`config.mk`:
```
export PLATFORM = sky130hd
export DESIGN_NAME = unicode_escape_to_utf8
export DESIGN_NICKNAME = d
export VERILOG_FILES = /design/src/hdl/ue2u_pkg.sv /design/src/hdl/ue2u_front.sv /design/src/hdl/ue2u_queue.sv /design/src/hdl/ue2u_back.sv /design/src/hdl/unicode_escape_to_utf8.sv
export SDC_FILE = /design/constraint.sdc
export NUM_CORES = 1
export LEC_CHECK = 0
export BUFFER_PORTS_ARGS = -buffer_cell sky130_fd_sc_hd__buf_4
export CAP_MARGIN = 20
export CORE_MARGIN = 5
export CORE_UTILIZATION = 55
export CTS_CLUSTER_DIAMETER = 60
export CTS_CLUSTER_SIZE = 24
export DETAILED_ROUTE_END_ITERATION = 12
export GPL_ROUTABILITY_DRIVEN = 0
export PLACE_DENSITY_LB_ADDON = 0.08
export SLEW_MARGIN = 0
export SYNTH_ARGS = -nofsm -noshare
export SYNTH_HDL_FRONTEND = slang
export SYNTH_HIERARCHICAL = 1
export SYNTH_SLANG_ARGS = --single-unit
```
`constraint.sdc`:
```
create_clock -name i_clk -period 4.54 [get_ports i_clk]
set_clock_uncertainty 0.15 [all_clocks]
set_input_delay 0.227 -clock i_clk [delete_from_list [all_inputs] [get_ports i_clk]]
set_output_delay 0.227 -clock i_clk [all_outputs]
set_load 0.05 [all_outputs]
```
`src/hdl/ue2u_pkg.sv`:
```
package ue2u_pkg;

    // Characters that steer the escape parser
    localparam logic [7:0] CHAR_BACKSLASH = 8'h5C;
    localparam logic [7:0] CHAR_LOWER_U   = 8'h75;

    // UTF-8 lead and continuation marks
    localparam logic [1:0] UTF8_CONT_MARK  = 2'b10;
    localparam logic [2:0] UTF8_LEAD2_MARK = 3'b110;
    localparam logic [3:0] UTF8_LEAD3_MARK = 4'b1110;

    // Most bytes one input item can cause: backslash, 'u' and four held bytes
    localparam int MAX_BURST  = 6;
    localparam int BURST_CW   = 3;
    localparam int HELD_DEPTH = 4;

    // Default depth of the queue between front and back
    localparam int QUEUE_DEPTH_DEF = 2;

    typedef enum logic [1:0] {
        PH_PLAIN  = 2'd0,
        PH_SLASH  = 2'd1,
        PH_DIGITS = 2'd2
    } t_phase;

    // Bytes caused by one input item, oldest first
    typedef struct packed {
        logic [BURST_CW-1:0]           cnt;
        logic [0:MAX_BURST-1][7:0]     bytes;
    } t_burst;

    // Queue write side as seen from the front
    typedef struct packed {
        logic   valid;
        t_burst data;
    } t_push;

    // Queue read side as seen from the back
    typedef struct packed {
        logic   empty;
        t_burst head;
    } t_head;

    // Map a character to {not_hex, value}
    function automatic logic [4:0] hex_digit(input logic [7:0] c);
        logic [4:0] res;
        res = 5'h10;
        if (c >= 8'h30 && c <= 8'h39) begin
            res = {1'b0, c[3:0]};
        end else if ((c >= 8'h41 && c <= 8'h46) || (c >= 8'h61 && c <= 8'h66)) begin
            res = {1'b0, c[3:0] + 4'd9};
        end
        return res;
    endfunction

endpackage

```
`src/hdl/ue2u_front.sv`:
```
module ue2u_front (
    input  logic           i_clk,
    input  logic           i_rst_n,
    input  logic           i_in_valid,
    input  logic           i_stall,
    input  logic [7:0]     i_in_byte,
    input  logic           i_in_last,
    output ue2u_pkg::t_push o_push
);
    import ue2u_pkg::*;

    t_phase            r_phase, n_phase;
    logic [2:0]        r_count, n_count;
    logic [15:0]       r_code, n_code;
    logic              r_bad, n_bad;
    logic [7:0]        r_held [HELD_DEPTH];
    logic [7:0]        n_held [HELD_DEPTH];

    logic              w_accept;
    logic [4:0]        w_hex;
    logic              w_is_hex;
    logic [2:0]        w_cnt_inc;
    logic [15:0]       w_code_next;
    logic              w_bad_next;
    logic              w_finish;
    t_burst            w_burst;

    assign w_accept    = i_in_valid && !i_stall;
    assign w_hex       = hex_digit(i_in_byte);
    assign w_is_hex    = !w_hex[4];
    assign w_cnt_inc   = r_count + 3'd1;
    assign w_code_next = w_is_hex ? {r_code[11:0], w_hex[3:0]} : r_code;
    assign w_bad_next  = r_bad | !w_is_hex;
    assign w_finish    = (w_cnt_inc == 3'(HELD_DEPTH)) || i_in_last;

    // Held bytes with the current byte dropped into its slot
    always_comb begin
        for (int k = 0; k < HELD_DEPTH; k++) begin
            n_held[k] = (r_count[1:0] == 2'(k)) ? i_in_byte : r_held[k];
        end
    end

    // Next phase
    always_comb begin
        n_phase = r_phase;
        if (w_accept) begin
            unique case (r_phase)
                PH_SLASH: begin
                    n_phase = (i_in_byte == CHAR_LOWER_U && !i_in_last) ? PH_DIGITS : PH_PLAIN;
                end
                PH_DIGITS: begin
                    n_phase = w_finish ? PH_PLAIN : PH_DIGITS;
                end
                default: begin
                    n_phase = (i_in_byte == CHAR_BACKSLASH && !i_in_last) ? PH_SLASH : PH_PLAIN;
                end
            endcase
        end
    end

    // Escape registers and the burst of bytes caused by this item
    always_comb begin
        n_count = r_count;
        n_code  = r_code;
        n_bad   = r_bad;
        w_burst = '0;
        if (w_accept) begin
            n_count = '0;
            n_code  = '0;
            n_bad   = 1'b0;
            unique case (r_phase)
                PH_SLASH: begin
                    w_burst.bytes[0] = CHAR_BACKSLASH;
                    if (i_in_byte == CHAR_LOWER_U) begin
                        // Lone backslash-u at the end of a message goes out raw
                        if (i_in_last) begin
                            w_burst.cnt      = 3'd2;
                            w_burst.bytes[1] = CHAR_LOWER_U;
                        end
                    end else begin
                        w_burst.cnt      = 3'd2;
                        w_burst.bytes[1] = i_in_byte;
                    end
                end
                PH_DIGITS: begin
                    if (!w_finish) begin
                        n_count = w_cnt_inc;
                        n_code  = w_code_next;
                        n_bad   = w_bad_next;
                    end else if (w_bad_next) begin
                        // Replay the whole escape raw
                        w_burst.cnt      = 3'd2 + w_cnt_inc;
                        w_burst.bytes[0] = CHAR_BACKSLASH;
                        w_burst.bytes[1] = CHAR_LOWER_U;
                        for (int k = 0; k < HELD_DEPTH; k++) begin
                            w_burst.bytes[2+k] = n_held[k];
                        end
                    end else if (w_code_next == 16'h0000) begin
                        w_burst.cnt = 3'd0;
                    end else if (w_code_next[15:7] == 9'd0) begin
                        w_burst.cnt      = 3'd1;
                        w_burst.bytes[0] = {1'b0, w_code_next[6:0]};
                    end else if (w_code_next[15:11] == 5'd0) begin
                        w_burst.cnt      = 3'd2;
                        w_burst.bytes[0] = {UTF8_LEAD2_MARK, w_code_next[10:6]};
                        w_burst.bytes[1] = {UTF8_CONT_MARK, w_code_next[5:0]};
                    end else begin
                        w_burst.cnt      = 3'd3;
                        w_burst.bytes[0] = {UTF8_LEAD3_MARK, w_code_next[15:12]};
                        w_burst.bytes[1] = {UTF8_CONT_MARK, w_code_next[11:6]};
                        w_burst.bytes[2] = {UTF8_CONT_MARK, w_code_next[5:0]};
                    end
                end
                default: begin
                    // Backslash at the end of a message goes out alone
                    if (i_in_byte != CHAR_BACKSLASH || i_in_last) begin
                        w_burst.cnt      = 3'd1;
                        w_burst.bytes[0] = i_in_byte;
                    end
                end
            endcase
        end
    end

    assign o_push.valid = w_accept && (w_burst.cnt != 3'd0);
    assign o_push.data  = w_burst;

    // Control state
    always_ff @(posedge i_clk) begin
        if (!i_rst_n) begin
            r_phase <= PH_PLAIN;
            r_count <= '0;
            r_code  <= '0;
            r_bad   <= 1'b0;
        end else begin
            r_phase <= n_phase;
            r_count <= n_count;
            r_code  <= n_code;
            r_bad   <= n_bad;
        end
    end

    // Held bytes of the open escape
    always_ff @(posedge i_clk) begin
        if (w_accept && r_phase == PH_DIGITS) begin
            r_held <= n_held;
        end
    end

endmodule

```
`src/hdl/ue2u_queue.sv`:
```
module ue2u_queue #(
    parameter int DEPTH = ue2u_pkg::QUEUE_DEPTH_DEF
) (
    input  logic            i_clk,
    input  logic            i_rst_n,
    input  ue2u_pkg::t_push i_push,
    input  logic            i_pop,
    output logic            o_full,
    output ue2u_pkg::t_head o_head
);
    import ue2u_pkg::*;

    localparam int PTR_W = (DEPTH > 1) ? $clog2(DEPTH) : 1;
    localparam int CNT_W = $clog2(DEPTH + 1);

    t_burst             r_mem [DEPTH];
    logic [PTR_W-1:0]   r_wr_ptr, n_wr_ptr;
    logic [PTR_W-1:0]   r_rd_ptr, n_rd_ptr;
    logic [CNT_W-1:0]   r_count, n_count;
    logic               w_wr, w_rd;

    assign o_full       = (r_count == CNT_W'(DEPTH));
    assign o_head.empty = (r_count == '0);
    assign o_head.head  = r_mem[r_rd_ptr];

    assign w_wr = i_push.valid && !o_full;
    assign w_rd = i_pop && !o_head.empty;

    // Advance pointers with wrap at the depth
    always_comb begin
        n_wr_ptr = r_wr_ptr;
        n_rd_ptr = r_rd_ptr;
        n_count  = r_count;
        if (w_wr) begin
            n_wr_ptr = (r_wr_ptr == PTR_W'(DEPTH - 1)) ? '0 : r_wr_ptr + PTR_W'(1);
        end
        if (w_rd) begin
            n_rd_ptr = (r_rd_ptr == PTR_W'(DEPTH - 1)) ? '0 : r_rd_ptr + PTR_W'(1);
        end
        if (w_wr && !w_rd) begin
            n_count = r_count + CNT_W'(1);
        end else if (w_rd && !w_wr) begin
            n_count = r_count - CNT_W'(1);
        end
    end

    always_ff @(posedge i_clk) begin
        if (!i_rst_n) begin
            r_wr_ptr <= '0;
            r_rd_ptr <= '0;
            r_count  <= '0;
        end else begin
            r_wr_ptr <= n_wr_ptr;
            r_rd_ptr <= n_rd_ptr;
            r_count  <= n_count;
        end
    end

    // Store the incoming burst
    always_ff @(posedge i_clk) begin
        if (w_wr) begin
            r_mem[r_wr_ptr] <= i_push.data;
        end
    end

endmodule

```
`src/hdl/ue2u_back.sv`:
```
module ue2u_back (
    input  logic            i_clk,
    input  logic            i_rst_n,
    input  ue2u_pkg::t_head i_head,
    output logic            o_pop,
    output logic            o_out_valid,
    input  logic            i_out_stall,
    output logic [7:0]      o_out_byte,
    output logic            o_out_last
);
    import ue2u_pkg::*;

    logic                 r_valid, n_valid;
    logic [7:0]           r_byte, n_byte;
    logic                 r_last, n_last;
    logic [BURST_CW-1:0]  r_idx, n_idx;
    logic                 w_load, w_take, w_end;

    assign w_load = !r_valid || !i_out_stall;
    assign w_take = w_load && !i_head.empty;
    assign w_end  = (r_idx == i_head.head.cnt - BURST_CW'(1));

    // Step through the head burst one byte at a time
    always_comb begin
        n_valid = r_valid;
        n_byte  = r_byte;
        n_last  = r_last;
        n_idx   = r_idx;
        if (w_load) begin
            n_valid = w_take;
        end
        if (w_take) begin
            n_byte = i_head.head.bytes[r_idx];
            n_last = w_end;
            n_idx  = w_end ? '0 : r_idx + BURST_CW'(1);
        end
    end

    assign o_pop = w_take && w_end;

    always_ff @(posedge i_clk) begin
        if (!i_rst_n) begin
            r_valid <= 1'b0;
            r_idx   <= '0;
        end else begin
            r_valid <= n_valid;
            r_idx   <= n_idx;
        end
    end

    // Output byte register
    always_ff @(posedge i_clk) begin
        r_byte <= n_byte;
        r_last <= n_last;
    end

    assign o_out_valid = r_valid;
    assign o_out_byte  = r_byte;
    assign o_out_last  = r_last;

endmodule

```
`src/hdl/unicode_escape_to_utf8.sv`:
```
// Decodes backslash-u hex escapes in a byte stream into UTF-8. Each port
// moves one byte per cycle unless stalled; ordinary bytes go through the
// queue and the output register. An escape yields its one to three UTF-8
// bytes (none for code point zero), or goes out raw as up to six bytes if
// a collected byte is not hex, so a burst holds the input back only once
// the queue between parser and output stage (QUEUE_DEPTH bursts) has
// filled. o_out_last marks the final byte caused by an input byte; a
// partial escape is flushed when i_in_last is set.
module unicode_escape_to_utf8 #(
    parameter int QUEUE_DEPTH = ue2u_pkg::QUEUE_DEPTH_DEF
) (
    input  logic       i_clk,
    input  logic       i_rst_n,
    input  logic       i_in_valid,
    output logic       o_in_stall,
    input  logic [7:0] i_in_byte,
    input  logic       i_in_last,
    output logic       o_out_valid,
    input  logic       i_out_stall,
    output logic [7:0] o_out_byte,
    output logic       o_out_last
);
    import ue2u_pkg::*;

    t_push w_push;
    t_head w_head;
    logic  w_full;
    logic  w_pop;

    assign o_in_stall = w_full;

    // Parse and classify input bytes
    ue2u_front u_front (
        .i_clk      (i_clk),
        .i_rst_n    (i_rst_n),
        .i_in_valid (i_in_valid),
        .i_stall    (w_full),
        .i_in_byte  (i_in_byte),
        .i_in_last  (i_in_last),
        .o_push     (w_push)
    );

    // Hold bursts between parser and output stage
    ue2u_queue #(
        .DEPTH (QUEUE_DEPTH)
    ) u_queue (
        .i_clk   (i_clk),
        .i_rst_n (i_rst_n),
        .i_push  (w_push),
        .i_pop   (w_pop),
        .o_full  (w_full),
        .o_head  (w_head)
    );

    // Send bursts out a byte at a time
    ue2u_back u_back (
        .i_clk       (i_clk),
        .i_rst_n     (i_rst_n),
        .i_head      (w_head),
        .o_pop       (w_pop),
        .o_out_valid (o_out_valid),
        .i_out_stall (i_out_stall),
        .o_out_byte  (o_out_byte),
        .o_out_last  (o_out_last)
    );

endmodule

```
==> results.toml <==
[floorplanning]
ios = 24
fp.dieW_um = 134
die_h_um = 134
rows = 45
core_area_um2 = 15100
die_area_um2 = 18000
start_util = 0.559

[synthesis]
yosys.area.top_type = "edfxtp_1"
synth_flop_cell = "edfxtp_1"
synth.cell_area_um2 = 8470
synth_top_cell_area_share = 0.507
yosysUniqueCellTypes = 80
synth_area_per_cell_um2 = 13.5
synthArstFlopShare = 0
yosysWarnings = 6
syn_nets = 653
synth_cells = 627
yosysSeqAreaShare = 0.580
synth_edf_count = 143
synth_seq_cells = 174
synthTopCellsByArea = "edfxtp_1 (51%), mux2_2 (11%), dfxtp_1 (7.3%), and3_1 (2.0%), ha_1 (1.9%)"

[drt]
ant_nets = 0
drc = 0
wl_um = 18700
wl_per_cell_um = 22.1
avgViaCountPerCell = 6.32
vias = 5355
first_iter_violations = 517
dr.pass1.iters = 7

[pwr]
p_comb_frac = 0.256
swShare = 0.296
p_per_area_nw_per_um2 = 513
p_sw_mw = 1.43
intPower_mw = 3.40
ir_worst_vdd_mv = 0.278
clock_power_share = 0.294
p_leak_nw = 3.35
seqPwrFrac = 0.450

[timing]
tightest_slew_ns = 0.883
hold_violations = 0
fin_tns_setup_ns = 0
post-route-min-period_ns = 3.65
slew_violations = 0
setup_violations = 0
rsz0062_at_grt = "false"
fin_crit_sh = 0.804
max_freq_mhz = 274
slew_headroom = 0.411
setup_ws_ns = 0.889

[worst_setup_path]
cp_common_cell = "ha_1"
slowest_stage = "and3_2"
crit_path_max_fanout = 31
cp-start-kind = "register"
worst_setup_path_end_kind = "register"
cp_data_arrival_time_ns = 3.62
critPathKind = "reg2reg"
slowest_delay_ns = 0.60
path_cells = "ha_1 > ha_1 > o21ai_1 > or2_1 > nor2_1 > a311oi_2 > o22ai_1 > and3_2 > buf_12"
critPathBufInv = 1
cp.required_ns = 4.51
rr_worst_depth = 9
worstSetupPathDepth = 9
worst_path_dominant_cell_family = "simple AND/OR/NAND/NOR gates"

[finish]
final_layout_size_suffix_gt1_frac = 0.270
diodes = 0
area_delta_synth_final_pct = 11.1
final_nets = 672
multi_input_area_um2 = 3310
nFillCells = 1157
final_core_utilization = 0.621
regArea_um2 = 4920

[clocking]
clockBufferDepth = 2
cts_buffers = 17
cts.clk_slew.worst_paths_ns = 0.06
h-tree-depth = 4
clkLatencyLatePin_ns = 0.42
cts-root-buf = "clkbuf_16"
cts.sinks = 174
cts-resized-gates = 0
tritoncts = "done"
post_cts_buffers = 0

[grt]
gr-total-overflow = 0
grt_pass1_wl_um = 29400
antenna_found_initial = 0
grt_pass1_vias = 5132
grt_max_degree = 53
grt_use_total = 0.214

[flow_run]
maxCapViolations = 0

[worst_hold_path]
hold_path_class = "in2reg"
hold_depth = 2

[place]
dp_slack_ns = 0.707
post-dp-hpwl_um = 13000
portBuffers = 23

[outcome]
status = "complete, no violations"
[flip-flops by register name (all words and copies together) (netlist names), named ones only]
name / flops
u_queue/r_mem: 102
u_front/r_held: 32
u_front/r_code: 16
u_back/o_out_byte: 8
u_back/r_idx: 3
u_front/r_count: 3
u_front/r_phase: 2
u_queue/r_count: 2
u_back/o_out_last: 1
u_back/o_out_valid: 1
u_front/r_bad: 1
u_queue/r_rd_ptr: 1
u_queue/r_wr_ptr: 1
[cells in the final DEF, fill, tap and decap left out, drive strengths merged, types with 3 or more instances in the layout]
master	Yosys	layout
a21oi	21	21
clkinv	0	5
o32ai	3	3
and3	29	29
mux4	8	8
inv	24	26
o21bai	5	5
o2bb2ai	6	6
o22ai	14	14
dfxtp	31	31
o21ai	18	18
a211oi	6	6
xnor2	4	4
mux2i	14	14
and2	10	10
xor2	3	3
a21boi	5	5
a22oi	13	13
buf	13	33
mux2	84	84
nand2	21	21
nand3	6	6
clkbuf	21	22
o21a	4	4
ha	13	13
nor3	12	12
nor2b	17	17
nor2	29	29
or3	4	4
nand2b	5	5
or2	3	3
edfxtp	143	143
o31ai	3	3
[stage by stage]
step           instances  area (µm²)  total power [mW]  hold slack (ns)
6_report             847        9410              4.83           0.0326
3_3_place_gp         814        8820              3.42            0.331
5_1_grt              847        9410              5.03           0.0436
3_5_place_dp         814        8820              3.45            0.340
4_1_cts              847        9410              4.86           0.0297
2_1_floorplan        627        8480              3.10            0.195
[Yosys cell counts (14+ instances only)]
master / number
edfxtp_1: 143
mux2_2: 83
dfxtp_1: 31
nor2_1: 28
and3_1: 27
inv_1: 23
clkbuf_1: 21
nand2_1: 21
a21oi_1: 18
nor2b_1: 17
mux2i_1: 14
o22ai_1: 14
[layer usage]
metal  global-route usage  part of all wire  wire length [µm]
met4               0.0718             0.017               321
met1                0.327              0.48              9010
met2                0.311              0.45              8380
met5                    0                 0                 0
met3               0.0368             0.054              1020
[layout make-up]
cell class,count,area share
inverter,24,0.00958
tap,188,0.0250
clock inverter,10,0.0117
multi-input combinational,395,0.352
sequential,174,0.523
clock buffer,22,0.0493
timing repair buffer,34,0.0301
[power groups by stage]
stage               registers, mW  clock network [mW]  logic [mW]
floorplan                    2.35                   0       0.749
global placement             2.20                   0        1.22
detailed placement           2.21                   0        1.23
CTS                          2.18                1.44        1.24
global route                 2.20                1.51        1.32
finish                       2.18                1.42        1.23
[repair_timing]
action	CTS	global route
hold buffers	1	0
endpoints found under the setup margin	0	0
hold endpoints to repair	1	0
[final timing paths]
kind                                             end  slack [ns]          startpoint
worst min register to register    u_back/o_out_valid        0.34  u_back/o_out_valid
worst max-delay path            u_queue/r_mem[1][10]        0.89  u_front/r_count[0]
worst min-delay path                 u_back/r_idx[0]        0.03             i_rst_n
worst max register to register  u_queue/r_mem[1][10]        0.89  u_front/r_count[0]
[cells by family (layout without fill, tap and decap cells)]
logic type / count (synthesis) / in the layout / share of synthesized area
flip-flops: 174 / 174 / 0.580
XOR/XNOR: 8 / 8 / 0.0109
multiplexers: 106 / 106 / 0.153
AND/OR/NAND/NOR: 149 / 149 / 0.105
buffers and inverters: 58 / 90 / 0.0303
adder cells (fa/ha/maj): 13 / 13 / 0.0192
AO/OA/AOI/OAI: 119 / 119 / 0.102
No activity file was read; power rests on OpenSTA's default activity.
